==> config.mk <==
export PLATFORM = sky130hd
export DESIGN_NAME = analog_normalize_change_detect_unit
export DESIGN_NICKNAME = d
export VERILOG_FILES = /design/src/hw/rtl/ancd_pkg.sv /design/src/hw/rtl/ancd_front.sv /design/src/hw/rtl/ancd_queue.sv /design/src/hw/rtl/ancd_back.sv /design/src/hw/rtl/analog_normalize_change_detect_unit.sv
export SDC_FILE = /design/constraint.sdc
export NUM_CORES = 1
export LEC_CHECK = 0
export BUFFER_PORTS_ARGS = -buffer_cell sky130_fd_sc_hd__buf_2
export CAP_MARGIN = 20
export CELL_PAD_IN_SITES_DETAIL_PLACEMENT = 1
export CELL_PAD_IN_SITES_GLOBAL_PLACEMENT = 2
export CORE_ASPECT_RATIO = 1.25
export CORE_MARGIN = 2
export CORE_UTILIZATION = 35
export CTS_CLUSTER_SIZE = 14
export DETAILED_ROUTE_END_ITERATION = 6
export HOLD_SLACK_MARGIN = 0.08
export PLACE_DENSITY_LB_ADDON = 0.3
export RECOVER_POWER = 100
export SKIP_CTS_REPAIR_TIMING = 1
export SLEW_MARGIN = 10
export SYNTH_ARGS = -nofsm -noshare
export SYNTH_HDL_FRONTEND = slang
export SYNTH_SLANG_ARGS = --single-unit
==> constraint.sdc <==
create_clock -name aclk -period 8.73 [get_ports aclk]
set_input_delay 0.4365 -clock aclk [delete_from_list [all_inputs] [get_ports aclk]]
set_output_delay 0.4365 -clock aclk [all_outputs]
set_load 0.02 [all_outputs]
==> src/hw/rtl/ancd_pkg.sv <==
//------------------------------------------------------------------------------
// ancd_pkg
// shared constants, register indexes and the job type for the analog
// normalizer with change detection
//------------------------------------------------------------------------------
`timescale 1ns / 1ps
`default_nettype none

package ancd_pkg;

    localparam int SAMPLE_BITS_DEF = 16;
    localparam int FRAC_BITS_DEF   = 16;

    localparam int SAMPLE_W   = 16;
    localparam int STAMP_W    = 32;
    localparam int RANGE_W    = 16;
    localparam int ID_W       = 8;
    localparam int S_TDATA_W  = 48;

    localparam int CFG_INDEX_W = 3;
    localparam int CFG_DATA_W  = 16;

    localparam logic [CFG_INDEX_W-1:0] REG_ENABLED        = 3'd0;
    localparam logic [CFG_INDEX_W-1:0] REG_SEND_ON_CHANGE = 3'd1;
    localparam logic [CFG_INDEX_W-1:0] REG_INVERT         = 3'd2;
    localparam logic [CFG_INDEX_W-1:0] REG_RANGE_LOW      = 3'd3;
    localparam logic [CFG_INDEX_W-1:0] REG_RANGE_HIGH     = 3'd4;
    localparam logic [CFG_INDEX_W-1:0] REG_SENSOR_ID      = 3'd5;

    // 12-bit converter full scale
    localparam logic [RANGE_W-1:0] RANGE_HIGH_RST = 16'd4095;

    localparam int QUEUE_DEPTH = 2;

    typedef struct packed {
        logic [RANGE_W-1:0] num;
        logic [RANGE_W-1:0] den;
        logic               invert;
        logic [ID_W-1:0]    sensor;
        logic [STAMP_W-1:0] stamp;
    } job_t;

endpackage

`default_nettype wire

==> src/hw/rtl/ancd_front.sv <==
//------------------------------------------------------------------------------
// ancd_front
// configuration registers, item intake, clipping and divisor setup
//------------------------------------------------------------------------------
`timescale 1ns / 1ps
`default_nettype none

module ancd_front #(
    parameter int SAMPLE_BITS = ancd_pkg::SAMPLE_BITS_DEF
) (
    input  wire logic                              aclk,
    input  wire logic                              aresetn,
    input  wire logic                              cfg_valid,
    output wire logic                              cfg_ready,
    input  wire logic [ancd_pkg::CFG_INDEX_W-1:0]  cfg_index,
    input  wire logic [ancd_pkg::CFG_DATA_W-1:0]   cfg_data,
    input  wire logic                              s_tvalid,
    output wire logic                              s_tready,
    input  wire logic [ancd_pkg::S_TDATA_W-1:0]    s_tdata,
    input  wire logic                              q_full,
    output      logic                              q_push,
    output      ancd_pkg::job_t                    q_job
);

    logic                            enabled_reg;
    logic                            soc_reg;
    logic                            invert_reg;
    logic [ancd_pkg::RANGE_W-1:0]    low_reg;
    logic [ancd_pkg::RANGE_W-1:0]    high_reg;
    logic [ancd_pkg::ID_W-1:0]       id_reg;

    logic [ancd_pkg::RANGE_W-1:0]    sample_word;
    logic [ancd_pkg::RANGE_W:0]      hi_eff;
    logic [ancd_pkg::RANGE_W:0]      clipped;
    logic [ancd_pkg::RANGE_W:0]      num_wide;
    logic [ancd_pkg::RANGE_W:0]      den_wide;

    assign cfg_ready = 1'b1;
    assign s_tready  = !q_full;

    always_ff @(posedge aclk) begin
        if (!aresetn) begin
            enabled_reg <= 1'b0;
            soc_reg     <= 1'b0;
            invert_reg  <= 1'b0;
            low_reg     <= '0;
            high_reg    <= ancd_pkg::RANGE_HIGH_RST;
            id_reg      <= '0;
        end else if (cfg_valid) begin
            case (cfg_index)
                ancd_pkg::REG_ENABLED:        enabled_reg <= cfg_data[0];
                ancd_pkg::REG_SEND_ON_CHANGE: soc_reg     <= cfg_data[0];
                ancd_pkg::REG_INVERT:         invert_reg  <= cfg_data[0];
                ancd_pkg::REG_RANGE_LOW:      low_reg     <= cfg_data[ancd_pkg::RANGE_W-1:0];
                ancd_pkg::REG_RANGE_HIGH:     high_reg    <= cfg_data[ancd_pkg::RANGE_W-1:0];
                ancd_pkg::REG_SENSOR_ID:      id_reg      <= cfg_data[ancd_pkg::ID_W-1:0];
                default: begin
                end
            endcase
        end
    end

    always_comb begin
        sample_word = ancd_pkg::RANGE_W'(s_tdata[SAMPLE_BITS-1:0]);
        // high not above low acts as low + 1
        if (high_reg <= low_reg) begin
            hi_eff = {1'b0, low_reg} + 17'd1;
        end else begin
            hi_eff = {1'b0, high_reg};
        end
        if (sample_word < low_reg) begin
            clipped = {1'b0, low_reg};
        end else if ({1'b0, sample_word} > hi_eff) begin
            clipped = hi_eff;
        end else begin
            clipped = {1'b0, sample_word};
        end
        num_wide = clipped - {1'b0, low_reg};
        den_wide = hi_eff - {1'b0, low_reg};

        q_job.num    = num_wide[ancd_pkg::RANGE_W-1:0];
        q_job.den    = den_wide[ancd_pkg::RANGE_W-1:0];
        q_job.invert = invert_reg;
        q_job.sensor = id_reg;
        q_job.stamp  = s_tdata[ancd_pkg::SAMPLE_W +: ancd_pkg::STAMP_W];

        // disabled or sending off: item is consumed without a job
        q_push = s_tvalid && !q_full && enabled_reg && soc_reg;
    end

endmodule

`default_nettype wire

==> src/hw/rtl/ancd_queue.sv <==
//------------------------------------------------------------------------------
// ancd_queue
// short job queue between intake and divider
//------------------------------------------------------------------------------
`timescale 1ns / 1ps
`default_nettype none

module ancd_queue (
    input  wire logic     aclk,
    input  wire logic     aresetn,
    input  wire logic     push,
    input  ancd_pkg::job_t push_job,
    output wire logic     full,
    input  wire logic     pop,
    output wire logic     not_empty,
    output ancd_pkg::job_t head_job
);

    localparam int DEPTH = ancd_pkg::QUEUE_DEPTH;
    localparam int PTR_W = (DEPTH > 1) ? $clog2(DEPTH) : 1;
    localparam int CNT_W = $clog2(DEPTH + 1);

    ancd_pkg::job_t     mem_reg [DEPTH];
    logic [PTR_W-1:0]   wr_ptr_reg, wr_ptr_next;
    logic [PTR_W-1:0]   rd_ptr_reg, rd_ptr_next;
    logic [CNT_W-1:0]   count_reg, count_next;

    assign full      = (count_reg == CNT_W'(DEPTH));
    assign not_empty = (count_reg != '0);
    assign head_job  = mem_reg[rd_ptr_reg];

    always_comb begin
        wr_ptr_next = wr_ptr_reg;
        rd_ptr_next = rd_ptr_reg;
        count_next  = count_reg;
        if (push) begin
            wr_ptr_next = (wr_ptr_reg == PTR_W'(DEPTH - 1)) ? '0 : wr_ptr_reg + 1'b1;
        end
        if (pop) begin
            rd_ptr_next = (rd_ptr_reg == PTR_W'(DEPTH - 1)) ? '0 : rd_ptr_reg + 1'b1;
        end
        if (push && !pop) begin
            count_next = count_reg + 1'b1;
        end else if (pop && !push) begin
            count_next = count_reg - 1'b1;
        end
    end

    always_ff @(posedge aclk) begin
        if (!aresetn) begin
            wr_ptr_reg <= '0;
            rd_ptr_reg <= '0;
            count_reg  <= '0;
        end else begin
            wr_ptr_reg <= wr_ptr_next;
            rd_ptr_reg <= rd_ptr_next;
            count_reg  <= count_next;
        end
    end

    always_ff @(posedge aclk) begin
        if (push) begin
            mem_reg[wr_ptr_reg] <= push_job;
        end
    end

endmodule

`default_nettype wire

==> src/hw/rtl/ancd_back.sv <==
//------------------------------------------------------------------------------
// ancd_back
// bit-serial divider, inversion, change compare and result register
//------------------------------------------------------------------------------
`timescale 1ns / 1ps
`default_nettype none

module ancd_back #(
    parameter int FRAC_BITS = ancd_pkg::FRAC_BITS_DEF
) (
    input  wire logic          aclk,
    input  wire logic          aresetn,
    input  wire logic          q_not_empty,
    input  ancd_pkg::job_t     q_job,
    output      logic          q_pop,
    output wire logic          m_tvalid,
    input  wire logic          m_tready,
    output wire logic [((ancd_pkg::ID_W + FRAC_BITS + 1 + ancd_pkg::STAMP_W + 7) / 8) * 8 - 1:0]
                               m_tdata
);

    localparam int LVL_W     = FRAC_BITS + 1;
    localparam int M_FIELD_W = ancd_pkg::ID_W + LVL_W + ancd_pkg::STAMP_W;
    localparam int M_TDATA_W = ((M_FIELD_W + 7) / 8) * 8;
    localparam int CNT_W     = $clog2(FRAC_BITS);
    localparam logic [LVL_W-1:0] FULL   = LVL_W'(1) << FRAC_BITS;
    localparam logic [LVL_W-1:0] THRESH = LVL_W'((64'd1 << FRAC_BITS) / 64'd10000);
    localparam int RW = ancd_pkg::RANGE_W;

    typedef enum logic [2:0] {
        ST_IDLE = 3'b001,
        ST_DIV  = 3'b010,
        ST_DONE = 3'b100
    } state_t;

    state_t                         state_reg, state_next;
    logic [RW-1:0]                  rem_reg, rem_next;
    logic [RW-1:0]                  den_reg, den_next;
    logic [LVL_W-1:0]               quo_reg, quo_next;
    logic [CNT_W-1:0]               cnt_reg, cnt_next;
    logic                           inv_reg, inv_next;
    logic [ancd_pkg::ID_W-1:0]      id_reg, id_next;
    logic [ancd_pkg::STAMP_W-1:0]   stamp_reg, stamp_next;
    logic [LVL_W-1:0]               last_reg, last_next;
    logic                           out_valid_reg, out_valid_next;
    logic [M_TDATA_W-1:0]           out_data_reg, out_data_next;

    logic [RW:0]                    rem_dbl;
    logic [RW:0]                    rem_sub;
    logic                           q_bit;
    logic [LVL_W-1:0]               level;
    logic [LVL_W-1:0]               diff;

    assign m_tvalid = out_valid_reg;
    assign m_tdata  = out_data_reg;

    always_comb begin
        state_next     = state_reg;
        rem_next       = rem_reg;
        den_next       = den_reg;
        quo_next       = quo_reg;
        cnt_next       = cnt_reg;
        inv_next       = inv_reg;
        id_next        = id_reg;
        stamp_next     = stamp_reg;
        last_next      = last_reg;
        out_valid_next = out_valid_reg && !m_tready;
        out_data_next  = out_data_reg;
        q_pop          = 1'b0;

        rem_dbl = {rem_reg, 1'b0};
        rem_sub = rem_dbl - {1'b0, den_reg};
        q_bit   = (rem_dbl >= {1'b0, den_reg});

        level = inv_reg ? (FULL - quo_reg) : quo_reg;
        diff  = (level > last_reg) ? (level - last_reg) : (last_reg - level);

        case (state_reg)
            ST_IDLE: begin
                if (q_not_empty) begin
                    q_pop      = 1'b1;
                    den_next   = q_job.den;
                    inv_next   = q_job.invert;
                    id_next    = q_job.sensor;
                    stamp_next = q_job.stamp;
                    cnt_next   = '0;
                    // numerator never exceeds divisor: integer bit is equality
                    if (q_job.num == q_job.den) begin
                        quo_next = LVL_W'(1);
                        rem_next = '0;
                    end else begin
                        quo_next = '0;
                        rem_next = q_job.num;
                    end
                    state_next = ST_DIV;
                end
            end
            ST_DIV: begin
                rem_next = q_bit ? rem_sub[RW-1:0] : rem_dbl[RW-1:0];
                quo_next = {quo_reg[LVL_W-2:0], q_bit};
                cnt_next = cnt_reg + 1'b1;
                if (cnt_reg == CNT_W'(FRAC_BITS - 1)) begin
                    state_next = ST_DONE;
                end
            end
            ST_DONE: begin
                if (diff <= THRESH) begin
                    state_next = ST_IDLE;
                end else if (!out_valid_reg || m_tready) begin
                    last_next      = level;
                    out_valid_next = 1'b1;
                    out_data_next  = M_TDATA_W'({stamp_reg, level, id_reg});
                    state_next     = ST_IDLE;
                end
            end
            default: begin
                state_next = ST_IDLE;
            end
        endcase
    end

    always_ff @(posedge aclk) begin
        if (!aresetn) begin
            state_reg     <= ST_IDLE;
            last_reg      <= '0;
            out_valid_reg <= 1'b0;
        end else begin
            state_reg     <= state_next;
            last_reg      <= last_next;
            out_valid_reg <= out_valid_next;
        end
    end

    always_ff @(posedge aclk) begin
        rem_reg      <= rem_next;
        den_reg      <= den_next;
        quo_reg      <= quo_next;
        cnt_reg      <= cnt_next;
        inv_reg      <= inv_next;
        id_reg       <= id_next;
        stamp_reg    <= stamp_next;
        out_data_reg <= out_data_next;
    end

endmodule

`default_nettype wire

==> src/hw/rtl/analog_normalize_change_detect_unit.sv <==
//------------------------------------------------------------------------------
// analog_normalize_change_detect_unit
// normalizes converter samples to a Q1.16 level and sends them on change
//------------------------------------------------------------------------------
// s_ channel: one sample item per handshake (sample, stamp in s_tdata).
// m_ channel: one result item (sensor number, level, stamp) when the level
//   moved by more than the change threshold since the last sent level.
// cfg channel: register writes by index, always ready; write only while idle.
// Path: an accepted item is queued, popped by the back end when idle, divided
//   one quotient bit per cycle, compared and loaded into the result register.
// Throughput is set by the bit-per-cycle divider in the back end; a two-entry
//   queue lets intake run ahead while it works.
// Items dropped while disabled or with sending off are consumed without a job.
// Reset: registers return to defaults (range 0..4095, all flags off), the
//   queue empties and the last sent level clears to zero.
// Receiver stall: the result holds in the output register, the divider may
//   finish the next item and waits, and s_tready drops once the queue fills.
//------------------------------------------------------------------------------
`timescale 1ns / 1ps
`default_nettype none

module analog_normalize_change_detect_unit #(
    parameter int SAMPLE_BITS = ancd_pkg::SAMPLE_BITS_DEF,
    parameter int FRAC_BITS   = ancd_pkg::FRAC_BITS_DEF
) (
    input  wire logic                              aclk,
    input  wire logic                              aresetn,
    input  wire logic                              cfg_valid,
    output wire logic                              cfg_ready,
    input  wire logic [ancd_pkg::CFG_INDEX_W-1:0]  cfg_index,
    input  wire logic [ancd_pkg::CFG_DATA_W-1:0]   cfg_data,
    input  wire logic                              s_tvalid,
    output wire logic                              s_tready,
    // sample [15:0], stamp [47:16]
    input  wire logic [ancd_pkg::S_TDATA_W-1:0]    s_tdata,
    output wire logic                              m_tvalid,
    input  wire logic                              m_tready,
    // sensor_number, level, stamp_out from bit 0 up, zero padded to bytes
    output wire logic [((ancd_pkg::ID_W + FRAC_BITS + 1 + ancd_pkg::STAMP_W + 7) / 8) * 8 - 1:0]
                                                   m_tdata
);

    logic           q_push;
    logic           q_pop;
    logic           q_full;
    logic           q_not_empty;
    ancd_pkg::job_t push_job;
    ancd_pkg::job_t head_job;

    ancd_front #(
        .SAMPLE_BITS (SAMPLE_BITS)
    ) u_front (
        .aclk      (aclk),
        .aresetn   (aresetn),
        .cfg_valid (cfg_valid),
        .cfg_ready (cfg_ready),
        .cfg_index (cfg_index),
        .cfg_data  (cfg_data),
        .s_tvalid  (s_tvalid),
        .s_tready  (s_tready),
        .s_tdata   (s_tdata),
        .q_full    (q_full),
        .q_push    (q_push),
        .q_job     (push_job)
    );

    ancd_queue u_queue (
        .aclk      (aclk),
        .aresetn   (aresetn),
        .push      (q_push),
        .push_job  (push_job),
        .full      (q_full),
        .pop       (q_pop),
        .not_empty (q_not_empty),
        .head_job  (head_job)
    );

    ancd_back #(
        .FRAC_BITS (FRAC_BITS)
    ) u_back (
        .aclk        (aclk),
        .aresetn     (aresetn),
        .q_not_empty (q_not_empty),
        .q_job       (head_job),
        .q_pop       (q_pop),
        .m_tvalid    (m_tvalid),
        .m_tready    (m_tready),
        .m_tdata     (m_tdata)
    );

endmodule

`default_nettype wire

# Word-level counts from Yosys, hierarchy flattened
# Memory sizes are Yosys's and may differ from the RTL's. A register that Yosys moved wholly into a read port is not among the register bits.
# Cells that the tools add are included.
# Widths: inputs -> output; s select.
# op_classes
addsub	12
mul	0
div_mod_pow	0
magnitude_cmp	6
n_eq_ne	14
shifts	0
muxes	32
bitwise	1
n_reduce_logical	26
# op_table
operator	n
$mux 16	5
$mux 17	4
$sub 16x16->16	3
$pmux 17 s2	1
$sub 17x17->17	2
$pmux 16 s2	1
$add 16x1->17 const B	1
$ge 17x16->1	1
$gt 16x17->1	1
$gt 17x17->1	1
$le 17x3->1 const B	1
$sub 17x17->17 const A	1
$eq 16x16->1	1
$le 16x16->1	1
$lt 16x16->1	1
$reduce_and 2->1	8
$mux 1	12
$mux 3	4
$eq 3x2->1 const B	3
$eq 3x3->1 const B	3
$pmux 3 s3	1
$pmux 4 s2	1
$eq 3x1->1 const B	2
$logic_and 1x1->1	6
other kinds (17)	26
# totals
ff_bits	219
latchBits	0
ram_bits	146
romBits	0
in_bits	72
output_inout_bits	67
elab_cells	112
n_memories	1
# memory_table
memory	depth	width	rd	rd_ports_with_merged_regs	wr	line	source
u_queue.mem_reg	2	73	1	1	1	ancd_queue.sv:23	ancd_pkg::job_t mem_reg [DEPTH];

# Depth between registers and ports, before layout
# logic_depth
word_depth	9
ltp_mapped	35
mapped_depth_nobuf	33

# Hierarchy
# Synthesis repeated with hierarchy kept, for this count alone.
# hier_totals
hier_cells	1742
area_unflattened_um2	19690.1
# by_module_without_submodules
mod	n_inst	cells_each	area_each_um2	seq_area_each_um2
ancd_back	1	813	9150.0	4954.8
ancd_queue	1	249	5514.0	4484.3
ancd_front	1	680	5026.1	860.8

# Least setup slack after synthesis
# Ideal clock, no wire load.
# synth_path
path_type	reg-to-reg
from	reg u_front.low_reg[9] (netlist bit)
to	mem u_queue.mem_reg[0][71] (netlist bit) (data pin)
setup_ps	169
arrival_ps	6991
required_ps	8561
slack_ps	1571
path_stages_with_launch	34
path_buffers	3
synth_period_minus_slack_ps	7159
path_cell_list	dfxtp_1 > inv_1 > ha_1 > a21o_1 > a21o_1 > a21oi_1 > o21ai_0 > and2_1 > a31oi_1 > clkbuf_1 > clkbuf_1 > nor2_1 > a21oi_1 > inv_1 > ha_1 > a21o_1 > a21o_1 > a21oi_1 > a21oi_1 > o221ai_1 > o2bb2ai_1 > a211oi_2 > clkbuf_1 > mux2i_1 > o21ai_0 > ha_1 > a21boi_1 > o21ai_0 > a21boi_1 > o21ai_0 > a21oi_1 > o41ai_1 > or4b_2 > o211ai_1
# synth_rtl
element	line	source
start: declaration	ancd_front.sv:28	logic [ancd_pkg::RANGE_W-1:0] low_reg;
start signal: assignment	ancd_front.sv:54	ancd_pkg::REG_RANGE_LOW: low_reg <= cfg_data[ancd_pkg::RANGE_W-1:0];
end: declaration	ancd_queue.sv:23	

# Worst setup path in the final report
# layout_path
from	reg u_back.quo_reg[0]
to	reg u_back.out_data_reg[50], in the netlist u_back.m_tdata[50] (enable)
# layout_via
elab_chain_cells	7
word_cells_on_any_way	9
cone_classes	3 x add/sub; 2 x order compare; 2 x mux; 1 x bitwise; 1 x reduce/logical
# layout_lines
element	line	source
start: declaration	ancd_back.sv:39	logic [LVL_W-1:0] quo_reg, quo_next;
start signal: assignment	ancd_back.sv:137	quo_reg <= quo_next;
$sub 17x17->17 *	ancd_back.sv:75	level = inv_reg ? (FULL - quo_reg) : quo_reg;
$mux 17 *	ancd_back.sv:75	
net u_back.level[14]	ancd_back.sv:51	logic [LVL_W-1:0] level;
$sub 17x17->17 or $gt 17x17->1 (tied branches)	ancd_back.sv:76	diff = (level > last_reg) ? (level - last_reg) : (last_reg - level);
$mux 17 *	ancd_back.sv:76	
$le 17x3->1 *	ancd_back.sv:107	if (diff <= THRESH) begin
$not 1->1 (no line) *	--	
$reduce_and 3->1 (no line) *	--	
end signal: assignment	ancd_back.sv:142	out_data_reg <= out_data_next;
end: declaration	ancd_back.sv:46	logic [M_TDATA_W-1:0] out_data_reg, out_data_next;
# The timed path passes the listed nets; every way through them passes the cells marked *.
# A chain may end at the register's enable or synchronous reset.

==> run metrics <==
status=finished with violations; violated checks=max-capacitance violations, max-slew violations; Setup Total Neg Slack=0 ps; Clk pin slew, worst setup/hold paths=roughly 60 ps; synthesized instance count=around 1.7k; Layout Cells excl Fill=2619; setup violators final=0; CP required=8960 ps; die area=0.0570 mm2; Root Driver=clkbuf_16; critical path type=reg2reg; Largest register FFs=146; drt first pass iters=4; crit-path cells=inv_1 -> ha_1 -> nand2_1 -> or3_1 -> or4_1 -> o31a_1 -> xor2_1 -> ha_1 -> nand2_1 -> or3_1 -> or4_1 -> o21ai_0 -> nand3b_1 -> and4_1 -> a211oi_1 -> nand4_2 -> nand4_1 -> clkbuf_1 -> inv_2 -> clkbuf_4; DRC Markers=0; routability cong.=0.882; Synth Cell Area=about 0.019 mm2; drt first-iter violations=553; Post-synth EDFFs=297; worst-margin pin slew=4620 ps; Netlist cell types=slightly below 80; Maximum Capacitance Violations=6; worst hold path class=in2reg; share of post-route cells with drive strength above 1=10.4%; routed vias=13.0k; CTS tree=yes; die boundary width=214 um; register bit total from synthesis=~370; Seq/Total Area, Yosys=a little over half; fillers=5986; asr flop ratio synth=0%; worst slack at placement=805 ps; pin count of the biggest net entering global routing=between 80 and 90; first-pass GRT wire length=just under 80 mm; final worst path period share=92.0%; f_max=roughly 0.12 GHz; clk sinks=366; Vias/cell=about 5.0; die height=266 um; crit path launch type=flop; Crit path max-delay family=simple AND/OR/NAND/NOR gates; Core Region=0.0547 mm2; Area after DPL=0.0207 mm2; CP max stage delay=1030 ps; # H-tree levels=2; Initial Util=35.3%; Synth area leaders=edfxtp_1 (46%), ha_1 (8.4%), dfxtp_1 (7.2%), mux2i_1 (3.6%), nand2_1 (3.6%); final hold violation count=0; # port buffers=130; leakage power total=8.29 nW; slack of the critical path=697 ps; sequential power share=a little over a third; global route total overflow=0; Clk Latency, worst-skew pair=560 ps; DP HPWL=between 30 and 40 mm; clock group share of total power=26.3%; relative max-transition margin=-208%; Syn Area/Cell=11.4 um2; fin area=approximately 0.022 mm2; I/O Pins=about 140; internal power=0.00441 W; Synth Warn #=0; Peak supply drop=0.000188 V; clk buf depth=3; initial antenna violation count=2; area delta synth->final=15.8%; Slew Limit Fails=354; net switching power=0.00253 W; remaining antenna violation count=0; WL/cell=between 15 and 20 um; vias in the first global route=between 10k and 15k; Main synth FF type=edfxtp_1; Inserted Clock Buffers=41; RSZ-0062 raised after global routing=false; slowest CP cell=clkbuf_1; Gate power share=38.8%; area fraction of the dominant cell type after synthesis=46.3%; Setup Skew=approximately 12 ps; Cell Rows=96; final wirelength=50.0 mm; fin crit period=~8000 ps; worst path arrival time=8260 ps; Critical Path Sink Type=flop; Worst Path Buf+Inv=4; leading area contributor after synthesis=edfxtp_1; crit-path max FO=32; GRT Overall Usage=17.8%; Final #Nets=2056; sw frac=between 30% and 40%; PD cells=311 mW/mm2; placed cells=2509
==> cells in the mapped netlist, types with 41 or more instances <==
library cell and n:
xnor2_1 76, mux2i_1 69, mux2_2 61, dfxtp_1 69, ha_1 130, nand3_1 41, edfxtp_1 297, nor2_1 86
clkbuf_1 43, nand2_1 184, inv_1 109, a21oi_1 80, o21ai_0 60
==> cells in the final DEF, fill, tap and decap left out, types with 6 or more instances in the layout <==
master	synthesis	final
o21a_1	10	10
a211o_1	8	8
or3_1	10	10
buf_4	9	6
inv_1	109	109
bufinv_16	0	6
xnor2_1	76	76
dlygate4sd3_1	0	32
a21oi_1	80	79
nand2b_1	18	18
and2_1	21	10
o22ai_1	14	14
nand2_1	184	184
a2111oi_0	6	6
dfxtp_1	69	69
nor4_1	8	8
a21o_1	32	32
nor3_1	26	26
conb_1	2	8
edfxtp_1	297	297
clkinv_2	0	11
nand3_1	41	41
nand4_1	16	16
nor2_1	86	86
buf_2	8	46
ha_1	130	130
mux2_2	61	45
a21boi_0	34	34
nor2b_1	22	21
clkbuf_1	43	98
a211oi_1	9	9
clkbuf_16	0	42
o21bai_1	6	6
mux2_1	0	16
mux2i_1	69	69
xor2_1	18	18
o21ai_0	60	62
and2_0	0	10
==> metal layers <==
metal / GRT usage, % / up-vias / part of all wire [%] / wire length (um)
met5: 0 / - / 0 / 0
met1: 20.3 / 6307 / 41 / 20300
met3: 2.46 / 85 / 2.8 / 1390
li1: - / 6415 / - / -
met2: 33.2 / 187 / 53 / 26500
met4: 6.48 / 0 / 3.5 / 1760
==> stage by stage <==
stage / total power [W] / utilization (%) / hold WS (ps)
6_report: 0.00693 / 40.8 / 117
5_1_grt: 0.00741 / 40.8 / 114
4_1_cts: 0.00703 / 40.5 / 22.7
3_5_place_dp: 0.00516 / 37.9 / 405
3_3_place_gp: 0.00509 / 37.9 / 400
2_1_floorplan: 0.00443 / - / 400
==> path summary, 6_finish.rpt <==
kind / startpoint / end / slack [ps] / cells past startpoint
min reg2reg: u_back.stamp_reg[30] / u_back.m_tdata[55] / 420 / 0
min: cfg_data[11] / u_front.high_reg[11] / 120 / 3
max reg2reg: u_back.quo_reg[0] / u_back.m_tdata[50] / 700 / 20
max: u_back.quo_reg[0] / u_back.m_tdata[50] / 700 / 20
==> worst register-to-register path, stage by stage (launching register included) <==
cell,delay (ps)
edfxtp_1,480
inv_1,160
ha_1,190
nand2_1,70
or3_1,390
or4_1,500
o31a_1,280
xor2_1,330
ha_1,350
nand2_1,140
or3_1,440
or4_1,590
o21ai_0,430
nand3b_1,200
and4_1,260
a211oi_1,310
nand4_2,230
nand4_1,140
clkbuf_1,1030
inv_2,630
clkbuf_4,540
==> power groups by stage <==
stage / clock network [W] / registers (W) / logic, W
floorplan: 0 / 0.00239 / 0.00204
global placement: 0 / 0.00244 / 0.00265
detailed placement: 0 / 0.00245 / 0.00270
CTS: 0.00189 / 0.00242 / 0.00273
global route: 0.00194 / 0.00245 / 0.00301
finish: 0.00182 / 0.00242 / 0.00269
==> area by class of cell <==
cell class	count	area, um2	share of cell area [%]
Clock inverter	26	325	1.46
Timing Repair Buffer	179	957	4.29
Sequential cell	366	10300	46.1
Multi-Input combinational cell	1151	8290	37.1
Clock buffer	50	1110	4.98
Tap cell	735	920	4.12
Antenna cell	2	5.00	0.0224
Inverter	110	413	1.85
==> cells by family after synthesis <==
| kind of cell | count (synthesis) | share of synthesized area, % |
|---|---|---|
| muxes | 130 | 7.15 |
| AOI/OAI and AO/OA | 316 | 10.9 |
| and+or+nand+nor | 468 | 11.5 |
| buffers and inverters | 174 | 3.71 |
| DFF | 366 | 53.5 |
| xor gates and xnor gates | 94 | 4.27 |
| other | 2 | 0.0390 |
| adders and majority gates | 135 | 8.96 |
No activity file was read; power rests on OpenSTA's default activity.
